**src/bsf_pkg.sv**
```systemverilog
`default_nettype none
// ----------------------------------------------------------------------------
// bsf_pkg
// Shared types and constants for the byte stuffing framer with parity trailer.
// ----------------------------------------------------------------------------
package bsf_pkg;

    localparam int unsigned QUEUE_DEPTH_DEF = 4;

    localparam logic [7:0] FLAG_RESET = 8'd36;
    localparam logic [7:0] ESC_RESET  = 8'd47;

    // configuration register indexes
    localparam logic CFG_FLAG = 1'b0;
    localparam logic CFG_ESC  = 1'b1;

    // emission phases of one payload byte
    localparam int unsigned PH_W   = 3;
    localparam logic [PH_W-1:0] PH_OPEN  = 3'd0;
    localparam logic [PH_W-1:0] PH_ESC   = 3'd1;
    localparam logic [PH_W-1:0] PH_DATA  = 3'd2;
    localparam logic [PH_W-1:0] PH_CLOSE = 3'd3;
    localparam logic [PH_W-1:0] PH_TRAIL = 3'd4;

    typedef struct packed {
        logic [7:0] flag_char;
        logic [7:0] escape_char;
    } t_cfg;

    // classified payload byte handed from front to back
    typedef struct packed {
        logic [7:0] data_byte;
        logic       first_byte;
        logic       last_byte;
        logic       needs_esc;
    } t_cmd;

endpackage
`default_nettype wire

```
**src/bsf_front.sv**
```systemverilog
`default_nettype none
// ----------------------------------------------------------------------------
// bsf_front
// Accepts payload bytes and marks those that must be escaped.
// ----------------------------------------------------------------------------
module bsf_front (
    input  wire logic          push,
    output logic               full,
    input  wire logic [7:0]    i_data_byte,
    input  wire logic          i_first_byte,
    input  wire logic          i_last_byte,
    input  wire bsf_pkg::t_cfg i_cfg,
    input  wire logic          i_q_full,
    output logic               o_q_wr,
    output bsf_pkg::t_cmd      o_q_cmd
);
    import bsf_pkg::*;

    assign full   = i_q_full;
    assign o_q_wr = push && !i_q_full;

    always_comb begin
        o_q_cmd.data_byte  = i_data_byte;
        o_q_cmd.first_byte = i_first_byte;
        o_q_cmd.last_byte  = i_last_byte;
        o_q_cmd.needs_esc  = (i_data_byte == i_cfg.flag_char) ||
                             (i_data_byte == i_cfg.escape_char);
    end

endmodule
`default_nettype wire

```
**src/bsf_queue.sv**
```systemverilog
`default_nettype none
// ----------------------------------------------------------------------------
// bsf_queue
// Short first-in first-out queue of classified bytes between front and back.
// ----------------------------------------------------------------------------
module bsf_queue #(
    parameter int unsigned DEPTH = bsf_pkg::QUEUE_DEPTH_DEF
) (
    input  wire logic          i_clk,
    input  wire logic          i_rst_n,
    input  wire logic          i_wr,
    input  wire bsf_pkg::t_cmd i_wr_cmd,
    input  wire logic          i_rd,
    output bsf_pkg::t_cmd      o_rd_cmd,
    output logic               o_full,
    output logic               o_empty
);
    import bsf_pkg::*;

    localparam int unsigned PTR_W = (DEPTH > 1) ? $clog2(DEPTH) : 1;
    localparam int unsigned CNT_W = $clog2(DEPTH + 1);
    localparam logic [PTR_W-1:0] PTR_LAST = PTR_W'(DEPTH - 1);
    localparam logic [CNT_W-1:0] CNT_FULL = CNT_W'(DEPTH);

    t_cmd             r_mem [DEPTH];
    logic [PTR_W-1:0] r_wr_ptr, n_wr_ptr;
    logic [PTR_W-1:0] r_rd_ptr, n_rd_ptr;
    logic [CNT_W-1:0] r_count, n_count;
    logic             wr_go, rd_go;

    assign o_full   = (r_count == CNT_FULL);
    assign o_empty  = (r_count == '0);
    assign o_rd_cmd = r_mem[r_rd_ptr];
    assign wr_go    = i_wr && !o_full;
    assign rd_go    = i_rd && !o_empty;

    always_comb begin
        n_wr_ptr = r_wr_ptr;
        n_rd_ptr = r_rd_ptr;
        n_count  = r_count;
        if (wr_go) begin
            n_wr_ptr = (r_wr_ptr == PTR_LAST) ? '0 : r_wr_ptr + 1'b1;
        end
        if (rd_go) begin
            n_rd_ptr = (r_rd_ptr == PTR_LAST) ? '0 : r_rd_ptr + 1'b1;
        end
        if (wr_go && !rd_go) begin
            n_count = r_count + 1'b1;
        end else if (rd_go && !wr_go) begin
            n_count = r_count - 1'b1;
        end
    end

    always_ff @(posedge i_clk) begin
        if (!i_rst_n) begin
            r_wr_ptr <= '0;
            r_rd_ptr <= '0;
            r_count  <= '0;
        end else begin
            r_wr_ptr <= n_wr_ptr;
            r_rd_ptr <= n_rd_ptr;
            r_count  <= n_count;
        end
    end

    always_ff @(posedge i_clk) begin
        if (wr_go) begin
            r_mem[r_wr_ptr] <= i_wr_cmd;
        end
    end

endmodule
`default_nettype wire

```
**src/bsf_back.sv**
```systemverilog
`default_nettype none
// ----------------------------------------------------------------------------
// bsf_back
// Sequences the frame bytes of each queued item, keeps the running parity
// and holds the oldest result in an output register.
// ----------------------------------------------------------------------------
module bsf_back (
    input  wire logic          i_clk,
    input  wire logic          i_rst_n,
    input  wire bsf_pkg::t_cfg i_cfg,
    input  wire bsf_pkg::t_cmd i_q_cmd,
    input  wire logic          i_q_empty,
    output logic               o_q_rd,
    output logic               empty,
    input  wire logic          pop,
    output logic [7:0]         o_out_byte,
    output logic               o_is_trailer,
    output logic               o_end_of_run
);
    import bsf_pkg::*;

    logic            r_busy;
    t_cmd            r_cur;
    logic [PH_W-1:0] r_phase;
    logic [7:0]      r_par;
    logic            r_out_valid;
    logic [7:0]      r_out_byte;
    logic            r_out_trailer;
    logic            r_out_eor;

    t_cmd            src;
    logic [PH_W-1:0] phase;
    logic [PH_W-1:0] next_phase;
    logic            done;
    logic [7:0]      emit_byte;
    logic [7:0]      n_par;
    logic            advance;
    logic            have_work;

    assign empty        = !r_out_valid;
    assign o_out_byte   = r_out_byte;
    assign o_is_trailer = r_out_trailer;
    assign o_end_of_run = r_out_eor;

    assign advance   = !r_out_valid || pop;
    assign have_work = r_busy || !i_q_empty;
    // head of queue is taken in the same cycle as its first byte goes out
    assign o_q_rd    = advance && !r_busy && !i_q_empty;

    always_comb begin
        src = r_busy ? r_cur : i_q_cmd;
        if (r_busy) begin
            phase = r_phase;
        end else if (i_q_cmd.first_byte) begin
            phase = PH_OPEN;
        end else if (i_q_cmd.needs_esc) begin
            phase = PH_ESC;
        end else begin
            phase = PH_DATA;
        end

        next_phase = PH_DATA;
        done       = 1'b0;
        emit_byte  = src.data_byte;
        n_par      = r_par;
        case (phase)
            PH_OPEN: begin
                emit_byte  = i_cfg.flag_char;
                n_par      = i_cfg.flag_char;
                next_phase = src.needs_esc ? PH_ESC : PH_DATA;
            end
            PH_ESC: begin
                emit_byte  = i_cfg.escape_char;
                n_par      = r_par ^ i_cfg.escape_char;
                next_phase = PH_DATA;
            end
            PH_DATA: begin
                emit_byte  = src.data_byte;
                n_par      = r_par ^ src.data_byte;
                next_phase = PH_CLOSE;
                done       = !src.last_byte;
            end
            PH_CLOSE: begin
                emit_byte  = i_cfg.flag_char;
                n_par      = r_par ^ i_cfg.flag_char;
                next_phase = PH_TRAIL;
            end
            PH_TRAIL: begin
                emit_byte  = r_par;
                n_par      = r_par;
                done       = 1'b1;
            end
            default: begin
                done       = 1'b1;
            end
        endcase
    end

    always_ff @(posedge i_clk) begin
        if (!i_rst_n) begin
            r_busy      <= 1'b0;
            r_phase     <= PH_OPEN;
            r_par       <= '0;
            r_out_valid <= 1'b0;
        end else if (advance) begin
            r_out_valid <= have_work;
            if (have_work) begin
                r_busy  <= !done;
                r_phase <= next_phase;
                r_par   <= n_par;
            end
        end
    end

    always_ff @(posedge i_clk) begin
        if (advance && have_work) begin
            r_cur         <= src;
            r_out_byte    <= emit_byte;
            r_out_trailer <= (phase == PH_TRAIL);
            r_out_eor     <= done;
        end
    end

endmodule
`default_nettype wire

```
**src/byte_stuffing_framer_with_parity.sv**
```systemverilog
`default_nettype none
// ----------------------------------------------------------------------------
// byte_stuffing_framer_with_parity
// Byte stuffing frame encoder with an XOR parity trailer.
// ----------------------------------------------------------------------------
// Each accepted payload byte yields one to five frame bytes, sent one per
// clock unless the output stalls: an opening flag when the byte starts a
// frame, an escape byte when it equals the flag or escape character, the
// byte itself, and for the last byte a closing flag and the parity trailer.
// The back sequencer emits one byte per cycle while not stalled: one for a
// plain byte, two for an escaped one, up to five for an escaped one-byte
// frame. A queue of QUEUE_DEPTH items lets input arrive one per cycle until
// it fills while the sequencer works; an output register holds the oldest
// result until popped. Flag and escape characters are set through the write
// port while the block is idle: the user's duty, not enforced by the block.
// ----------------------------------------------------------------------------
module byte_stuffing_framer_with_parity #(
    parameter int unsigned QUEUE_DEPTH = bsf_pkg::QUEUE_DEPTH_DEF
) (
    input  wire logic       i_clk,
    input  wire logic       i_rst_n,
    input  wire logic       push,
    output logic            full,
    input  wire logic [7:0] i_data_byte,
    input  wire logic       i_first_byte,
    input  wire logic       i_last_byte,
    output logic            empty,
    input  wire logic       pop,
    output logic [7:0]      o_out_byte,
    output logic            o_is_trailer,
    output logic            o_end_of_run,
    input  wire logic       i_cfg_we,
    input  wire logic       i_cfg_idx,
    input  wire logic [7:0] i_cfg_data
);
    import bsf_pkg::*;

    t_cfg r_cfg;
    logic q_wr, q_rd, q_full, q_empty;
    t_cmd q_wr_cmd, q_rd_cmd;

    always_ff @(posedge i_clk) begin
        if (!i_rst_n) begin
            r_cfg.flag_char   <= FLAG_RESET;
            r_cfg.escape_char <= ESC_RESET;
        end else if (i_cfg_we) begin
            case (i_cfg_idx)
                CFG_FLAG: r_cfg.flag_char   <= i_cfg_data;
                CFG_ESC:  r_cfg.escape_char <= i_cfg_data;
                default: begin
                end
            endcase
        end
    end

    bsf_front u_front (
        .push         (push),
        .full         (full),
        .i_data_byte  (i_data_byte),
        .i_first_byte (i_first_byte),
        .i_last_byte  (i_last_byte),
        .i_cfg        (r_cfg),
        .i_q_full     (q_full),
        .o_q_wr       (q_wr),
        .o_q_cmd      (q_wr_cmd)
    );

    bsf_queue #(
        .DEPTH (QUEUE_DEPTH)
    ) u_queue (
        .i_clk    (i_clk),
        .i_rst_n  (i_rst_n),
        .i_wr     (q_wr),
        .i_wr_cmd (q_wr_cmd),
        .i_rd     (q_rd),
        .o_rd_cmd (q_rd_cmd),
        .o_full   (q_full),
        .o_empty  (q_empty)
    );

    bsf_back u_back (
        .i_clk        (i_clk),
        .i_rst_n      (i_rst_n),
        .i_cfg        (r_cfg),
        .i_q_cmd      (q_rd_cmd),
        .i_q_empty    (q_empty),
        .o_q_rd       (q_rd),
        .empty        (empty),
        .pop          (pop),
        .o_out_byte   (o_out_byte),
        .o_is_trailer (o_is_trailer),
        .o_end_of_run (o_end_of_run)
    );

endmodule
`default_nettype wire
```
**config.mk**
```make
export PLATFORM = sky130hd
export DESIGN_NAME = byte_stuffing_framer_with_parity
export DESIGN_NICKNAME = d
export VERILOG_FILES = /design/src/bsf_pkg.sv /design/src/bsf_front.sv /design/src/bsf_queue.sv /design/src/bsf_back.sv /design/src/byte_stuffing_framer_with_parity.sv
export SDC_FILE = /design/constraint.sdc
export NUM_CORES = 1
export LEC_CHECK = 0
export BUFFER_PORTS_ARGS = -buffer_cell sky130_fd_sc_hd__buf_2
export CORE_MARGIN = 4
export CORE_UTILIZATION = 60
export DETAILED_ROUTE_END_ITERATION = 8
export GPL_ROUTABILITY_DRIVEN = 0
export PLACE_DENSITY = 0.79
export SETUP_SLACK_MARGIN = 0.1
export SKIP_LAST_GASP = 1
export SYNTH_ARGS = -nofsm -noshare
export SYNTH_HDL_FRONTEND = slang
export SYNTH_SLANG_ARGS = --single-unit
```
**constraint.sdc**
```tcl
create_clock -name i_clk -period 3 [get_ports i_clk]
set_clock_uncertainty 0.1 [all_clocks]
set_input_delay 0.15 -clock i_clk [delete_from_list [all_inputs] [get_ports i_clk]]
set_output_delay 0.15 -clock i_clk [all_outputs]
set_load 0.01 [all_outputs]
```
# Word level (Yosys, flattened, before mapping)

Memories as Yosys holds them, arrays and structs flattened. A register that Yosys moved wholly into a read port is not among the register bits.
Index checks and enable logic that the tools add are counted.

Register bits after elaboration: 57
Word-level logic and storage cells: 82
Output and inout port bits: 12
Input bits: 24
Bits in latches: 0
Memories kept: 1
ROM bits: 0
Memory bits (writable): 44

Magnitude comparators: 0
Div/mod/pow operators: 0
Add/sub/neg operators: 4
Multiplexer cells: 17
Bitwise operators: 5
Shift operators: 0
Multiply operators: 0
Reduce and logical (&&, ||, !) cells: 30
Eq/ne operators: 9

Memory list:

| name          | words | width | read ports | clocked after Yosys merged registers in | wr ports | RTL line        | RTL |
|---|---|---|---|---|---|---|---|
| u_queue.r_mem | 4     | 11    | 1          | 1                                       | 1        | bsf_queue.sv:25 | `t_cmd r_mem [DEPTH];` |

Operators by type and width:

| kind                                                 | number |
|---|---|
| one-hot mux 8 bit (4 select lines)                   | 1 |
| one-hot mux 8 bit (3 select lines)                   | 1 |
| bitwise XOR 8 bit                                    | 3 |
| equality test 8 bit                                  | 2 |
| two-way mux 2 bit                                    | 6 |
| two-way mux 3 bit                                    | 4 |
| two-way mux 11 bit                                   | 1 |
| one-hot mux 3 bit (3 select lines)                   | 1 |
| logical AND 1 bit                                    | 8 |
| zero test 1 bit                                      | 8 |
| AND reduction 2 bit                                  | 4 |
| equality test 3 x 2 -> 1 bit (second input constant) | 2 |
| equality test 3 bit (second input constant)          | 2 |
| zero test 3 bit                                      | 2 |
| adder 2 x 1 -> 2 bit (second input constant)         | 2 |
| equality test 2 bit (second input constant)          | 2 |
| nonzero test 4 bit                                   | 1 |
| adder 3 x 1 -> 3 bit (second input constant)         | 1 |
| equality test 3 x 1 -> 1 bit (second input constant) | 1 |
| logical OR 1 bit                                     | 3 |
| AND reduction 3 bit                                  | 1 |
| OR reduction 3 bit                                   | 1 |
| subtractor 3 x 1 -> 3 bit (second input constant)    | 1 |
| two-way mux 1 bit                                    | 2 |
| 4 further kinds                                      | 5 |

# Logic depth before layout (Yosys ltp)

Gate-level depths: netlist of run 1.

Depth after elaboration: 8
Depth in mapped cells: 10
Mapped depth without buffers: 10

# Modules after synthesis

From an unflattened synthesis of run 1, not the netlist that was laid out.

Cells, all modules: 418
Area, all modules: 5,036.1 µm²

Modules (own cells, without submodules):

| module                           | area an instance (µm²) | cells an instance | instances | sequential area each (µm²) |
|---|---|---|---|---|
| bsf_queue                        | 2,060.7                | 108               | 1         | 1,501.4 |
| bsf_back                         | 2,052.0                | 207               | 1         | 860.8 |
| byte_stuffing_framer_with_parity | 663.1                  | 70                | 1         | 320.3 |
| bsf_front                        | 260.2                  | 33                | 1         | 0.0 |

# Least setup slack after synthesis of run 1

Ideal clock, no wire load.

Path type: register -> register
From: register u_queue.r_count[0]
To: register u_queue.r_count[2]
Arrival: 2.149 ns
Library setup time: 0.076 ns
Path buffers: 0
Path slack: 0.675 ns
Stages on the path, launching flop included: 10
Clock period less this slack: 2.325 ns
Required time: 2.824 ns
Path through: dfxtp_1 or3_1 nor3b_1 inv_1 ha_1 inv_1 fa_1 xor2_1 or3_1 a21boi_0

Word-level cells in the longest chain between the ends: 7
Elaborated cells on any way between the ends: 17
Those cells by class: 2 x add/sub; 1 x eq/ne; 2 x mux; 12 x reduce/logical

Ends and longest elaborated chain:

| item                                                                              | RTL line        | RTL |
|---|---|---|
| start, declared                                                                   | bsf_queue.sv:28 | `logic [CNT_W-1:0] r_count, n_count;` |
| start signal, assigned                                                            | bsf_queue.sv:62 | `r_count <= n_count;` |
| parallel branches: the longest is 7 deep, another holds subtractor 3 x 1 -> 3 bit | -               |  |

Several ways; the timed one is not identified. The select of a mux whose other input is x is not followed.
A chain may end at the register's enable or synchronous reset.

# Final worst setup path of run 1

Same ends and word-level chain as after synthesis.

==> impl_metrics.csv, run 1 <==
group,metric,value,unit
run_status,status,"complete, no violations",
critical_path,slowest_stage,"or3_1",
clocking,root_buffer,"clkbuf_8",
logic_synthesis,syn_nets,441,
routing,vias_per_cell,6.04,
critical_path,crit_path_max_incr_delay,410,ps
global_routing,antenna_found_initial,0,
worst_hold_path,min_path_type,"input port to flop",
logic_synthesis,ys.warnings.count,0,
logic_synthesis,syn_area,5010,um^2
global_routing,grt-ovfl-total,0,
power_and_ir_drop,combPwrFrac,45.2,%
placement,placed_area,5270,um^2
logic_synthesis,synthSimpleGateAreaFrac,14.3,%
floorplan,fp.coreArea,8180,um^2
logic_synthesis,synth_area_per_cell,12.2,um^2
floorplan,rows,33,
layout,fin_nets,488,
sta,rsz0062_at_grt,"no",
sta,timing.fmax,396,MHz
clocking,ctsResizeCount,0,
power_and_ir_drop,fin_total_pwr,5.43,mW
sta,fin_setup_tns,0,ps
floorplan,start_util,61.3,%
power_and_ir_drop,seqPwrFrac,39.6,%
sta,final.period_utilization,84.1,%
power_and_ir_drop,powerDensity,964,nW/um^2
power_and_ir_drop,internal-power,3.35,mW
critical_path,crit_type,"flop to flop",
layout,stdcell_area,5630,um^2
layout,drive_above_1_share,23.8,%
layout,antenna_cells,0,
logic_synthesis,yosysTopAreaCell,"edfxtp_1",
routing,drt_wl_total,10500,um
critical_path,crit_chain,"or3_1, nor3b_1, inv_1, ha_1, inv_1, fa_1, xor2_1, or3_1, a21boi_0",
routing,via_count,3424,
global_routing,track_usage,22.5,%
layout,final_util,68.9,%
power_and_ir_drop,power_leakage,2.02,nW
routing,ant_nets,0,
sta,fin_crit,2520,ps
clocking,cts_tree,"built",
routing,wl_per_cell,18.5,um
power_and_ir_drop,p_switching,2.08,mW
clocking,clockBufferDepth,2,
power_and_ir_drop,switching_share,38.3,%
logic_synthesis,synth-compound-area-share,12.4,%
critical_path,worst_setup_path_start_kind,"flop",
layout,syn2layout_area_growth,12.5,%
logic_synthesis,synthAdderAreaFrac,1.90,%
clocking,clock_latency,370,ps
placement,port_buffers,35,
placement,place_hpwl,7300,um
routing,drc_errors,0,
logic_synthesis,synthMuxAreaShare,11.2,%
logic_synthesis,ys_ff_latch,102,
floorplan,io_pins,36,
sta,hold_viol,0,
critical_path,cp-end-kind,"flop",
power_and_ir_drop,peakVddDrop,0.000559,V
logic_synthesis,netlist_top_cells_area,"edfxtp_1, dfxtp_1, nand2_1",
global_routing,grt_max_degree,61,
sta,maxSlewViolCount,0,
critical_path,cp_data_required_time,3190,ps
logic_synthesis,seq_area_frac_synth,53.5,%
sta,holdWs,98.2,ps
logic_synthesis,ys_types,52,
global_routing,grt_pass1_wl,17100,um
logic_synthesis,synth_enable_flop_cells,64,
layout,n_fill_cell,596,
global_routing,grt_pass1_vias,3267,
logic_synthesis,yosys-top-cells-count,"edfxtp_1, nand2_1, dfxtp_1, nand3_1, a21oi_1",
critical_path,path_max_fanout,4,
clocking,clkSlewWorstSetupHoldPaths,100,ps
sta,worst_slew_pin_slew,898,ps
floorplan,die_x,99.4,um
logic_synthesis,syn-instance-count,410,
routing,drt_iter0_drc,270,
job,cap_violations,0,
clocking,cts_sinks,102,
critical_path,arrival,2720,ps
clocking,cts_buffers,9,
clocking,post-cts-setup-buffer-count,0,
floorplan,die_h,99.4,um
logic_synthesis,synth_top_family_by_area,"simple AND/OR/NAND/NOR gates",
clocking,h-tree-depth,3,
power_and_ir_drop,clkPwrFrac,15.2,%
sta,setup-violations-final,0,
logic_synthesis,synth-xor-area-share,3.32,%
logic_synthesis,async_flop_share,0,%
routing,drt_pass1_iterations,5,
floorplan,die_area,9880,um^2
logic_synthesis,synth_top_area_share,38.4,%
logic_synthesis,synth_ff_type,"edfxtp_1",
sta,slew-limit-headroom,40.1,%
## layout make-up
class / instances / area (um^2) / area share [%]
tap: 105 / 131 / 2.33
clock inverter: 6 / 50.0 / 0.888
multi-input combinational: 274 / 2160 / 38.4
clock buffer: 10 / 138 / 2.44
sequential: 102 / 2680 / 47.6
timing repair buffer: 63 / 443 / 7.86
inverter: 7 / 26.3 / 0.466
## power groups by stage
stage               Combinational, mW  Sequential (mW)  Clock (mW)
CTS                              2.45             2.15       0.832
global route                     2.67             2.19       0.899
finish                           2.46             2.15       0.824
global placement                 2.35             2.16           0
floorplan                        1.89             2.11           0
detailed placement               2.42             2.17           0
## metrics by stage
step                      cells  setup slack (ps)
after floorplan             410               675
after global placement      533               602
after detailed placement    533               492
after CTS                   567               481
after global routing        567               341
final                       567               476
## cell families (layout without fill, tap and decap cells)
logic type	Yosys count	in the layout
AOI/OAI and AO/OA	66	66
muxes	38	38
DFF	102	102
and+or+nand+nor	144	144
xor gates and xnor gates	19	19
buffers and inverters	34	86
adders and majority gates	7	7
## critical path: cells and delay by family (launching register included)
family                     cells  cell delay, ps
and+or+nand+nor                3             890
adders and majority gates      2             570
DFF                            1             370
xor gates and xnor gates       1             190
buffers and inverters          2             170
AOI/OAI and AO/OA              1             160
## metal layers
| layer | share of wire (%) | GRT usage [%] |
|---|---|---|
| met1 | 44 | 31.8 |
| met2 | 48 | 36.2 |
| met3 | 6.6 | 4.28 |
| met4 | 1.1 | 5.46 |
| met5 | 0 | 0 |
## state kept, by name, summed over array words and instances, names as in the netlist, 2 cells and up, named ones only
name and cells:
u_back.r_par 8, u_queue.r_wr_ptr 2, u_back.o_out_byte 8, u_back.r_cur 10, u_queue.r_rd_ptr 2, u_back.r_phase 3, u_queue.r_mem 44, u_queue.r_count 3
r_cfg 16
## cells in the final DEF, fill, tap and decap left out, drive strengths merged, types with 4 or more instances in the layout
cell / netlist / routed
a21boi: 10 / 10
a21oi: 19 / 19
a221oi: 16 / 16
and2: 7 / 7
buf: 12 / 45
clkbuf: 15 / 10
dfxtp: 38 / 38
dlygate4sd3: 0 / 18
edfxtp: 64 / 64
ha: 6 / 6
inv: 7 / 10
mux2: 19 / 19
mux2i: 9 / 9
mux4: 10 / 10
nand2: 64 / 64
nand3: 23 / 23
nand4: 4 / 4
nand4b: 8 / 8
nor2: 14 / 14
nor2b: 11 / 11
o221ai: 8 / 8
xnor2: 17 / 17
## path summary, 6_finish.rpt
check / endpoint / startpoint / slack [ps] / cells after the start
min reg2reg: u_queue.r_count[2] / u_queue.r_count[2] / 430 / 2
max reg2reg: u_queue.r_count[2] / u_queue.r_count[0] / 480 / 9
min: r_cfg[12] / i_cfg_idx / 100 / 4
max: u_queue.r_count[2] / u_queue.r_count[0] / 480 / 9
## timing repair
action / 4_1_cts / 5_1_grt
endpoints found under the hold margin: 56 / 0
setup endpoints to repair: 0 / 0
hold buffers: 18 / 0
No activity file was read; power rests on OpenSTA's default activity.
==> run 2: changes to the inputs <==
==> constraint.sdc (replaced) <==
create_clock -name i_clk -period 2.33 [get_ports i_clk]
set_clock_uncertainty 0.1 [all_clocks]
set_input_delay 0.1165 -clock i_clk [delete_from_list [all_inputs] [get_ports i_clk]]
set_output_delay 0.1165 -clock i_clk [all_outputs]
set_load 0.01 [all_outputs]
==> run 2 against run 1 <==
Effect of this change: die area stayed put; clock-buffer cell count is 2 higher; clock power is 38% higher; via count is 5.6% higher; first-iteration DRC count is 2.6% higher; sequential cell count stayed put; sequential share of layout area is 3.5 points lower; critical path depth is 1 lower; critical endpoint is now u_back.r_par[7].
==> impl_metrics.csv, run 2 (synthesis results as in run 1) <==
group,metric,value,unit
routing,vias_per_cell,6.02,
critical_path,worst_setup_path_start_kind,"flop",
layout,largest_register,"u_queue.r_mem",
clocking,clock_latency,360,ps
layout,mostFrequentLayoutCells,"nand2_1, edfxtp_1, buf_2, buf_4, dfxtp_1",
sta,timing.fmax,433,MHz
critical_path,cp_data_required_time,2510,ps
sta,final.period_utilization,99.0,%
global_routing,track_usage,23.8,%
layout,antenna_cells,0,
routing,drc_errors,0,
clocking,cts_tree,"built",
placement,pre_cts_ws,-52.8,ps
critical_path,path_max_fanout,6,
layout,syn2layout_area_growth,21.7,%
global_routing,grt_pass1_vias,3409,
routing,ant_nets,0,
routing,via_count,3616,
clocking,clockBufferDepth,2,
floorplan,fp.coreArea,8180,um^2
clocking,h-tree-depth,3,
power_and_ir_drop,power_leakage,2.29,nW
critical_path,arrival,2490,ps
floorplan,die_area,9880,um^2
clocking,clkSlewWorstSetupHoldPaths,90,ps
global_routing,grt-ovfl-total,0,
critical_path,crit_chain,"mux4_2, nor2b_4, buf_6, a21oi_4, clkbuf_16, nand4b_1, mux2_4, o221ai_2",
worst_hold_path,min_path_type,"input port to flop",
clocking,cts_sinks,102,
routing,drt_iter0_drc,277,
floorplan,rows,33,
layout,reg_top3,"u_queue.r_mem: 44 flops, r_cfg: 16 flops, u_back.r_cur: 10 flops",
clocking,cts_buffers,9,
global_routing,antenna_found_initial,0,
floorplan,die_x,99.4,um
power_and_ir_drop,peakVddDrop,0.000886,V
placement,port_buffers,35,
global_routing,grt_pass1_wl,18000,um
routing,wl_per_cell,19.3,um
sta,rsz0062_at_grt,"yes",
sta,fin_crit,2310,ps
layout,largest_reg_flops,44,
floorplan,start_util,61.3,%
routing,drt_wl_total,11600,um
power_and_ir_drop,powerDensity,1320,nW/um^2
critical_path,crit_path_max_incr_delay,490,ps
floorplan,io_pins,36,
sta,setup-violations-final,0,
critical_path,crit_type,"flop to flop",
placement,numPlacedInstances,551,
sta,fin_ws,22.9,ps
sta,hold_viol,0,
layout,drive_above_1_share,32.5,%
placement,place_hpwl,7650,um
sta,worst_slew_pin_slew,827,ps
critical_path,cp-end-kind,"flop",
critical_path,critical_path_buf_inv_count,2,
critical_path,path_delay_family,"multiplexers",
floorplan,die_h,99.4,um
layout,instances_no_fill,601,
global_routing,grt_max_degree,36,
job,cap_violations,0,
routing,drt_pass1_iterations,5,
sta,maxSlewViolCount,0,
layout,fin_nets,522,
sta,slew-limit-headroom,44.7,%
run_status,status,"complete, no violations",
clocking,root_buffer,"clkbuf_8",
sta,holdWs,77.4,ps
critical_path,slowest_stage,"mux4_2",
run 2: report_power, final:
group	switching, mW	total, mW	internal (mW)
clock	0.599	1.14	0.546
sequential	0.253	2.74	2.49
combinational	2.11	4.15	2.04
run 2: final timing paths:
check	start	endpoint	slack, ps	cells past startpoint
worst max-delay path	u_queue.r_mem[0][2]	u_back.r_par[7]	20	8
worst min-delay path	i_cfg_idx	r_cfg[15]	80	4
worst max register to register	u_queue.r_mem[0][2]	u_back.r_par[7]	20	8
worst min register to register	u_back.r_par[6]	u_back.r_par[6]	450	2
run 2: area by class of cell:
cell class	count	area [um^2]
clock buffer	12	168
tap	105	131
inverter	7	26.3
multi-input combinational	274	2280
fill	528	2080
sequential	102	2690
clock inverter	4	38.8
timing repair buffer	97	764
run 2: routing by layer:
layer	up-vias	GRT usage, %	share of wire (%)
li1	1693	-	-
met1	1770	32.3	43
met2	133	39.2	49
met3	20	3.86	5.8
met4	0	8.09	1.9
met5	-	0	0
run 2: through the flow:
step / setup TNS (ps) / utilization [%] / power (mW) / cell area (um^2)
after floorplan: 0 / - / 5.19 / 5030
after global placement: 0 / 66.5 / 6.05 / 5440
after detailed placement: -297 / 66.5 / 6.17 / 5440
after CTS: 0 / 72.2 / 7.48 / 5900
after global routing: -51.4 / 74.6 / 8.46 / 6100
final: 0 / 74.6 / 8.04 / 6100
run 2: worst reg2reg max path: cells and delay by family (launching register included):
| family | cells | cell delay (ps) |
|---|---|---|
| multiplexers | 2 | 800 |
| flip-flops | 1 | 430 |
| buffers and inverters | 2 | 340 |
| AO/OA/AOI/OAI | 2 | 310 |
| AND/OR/NAND/NOR | 2 | 250 |
run 2: repair_timing:
action / CTS / global route
setup buffers: 6 / 7
pin swaps: 4 / 5
cloned: 0 / 3
setup endpoints to repair: 10 / 15
hold endpoints to repair: 56 / 0
hold buffers: 18 / 0
resized for setup: 11 / 17
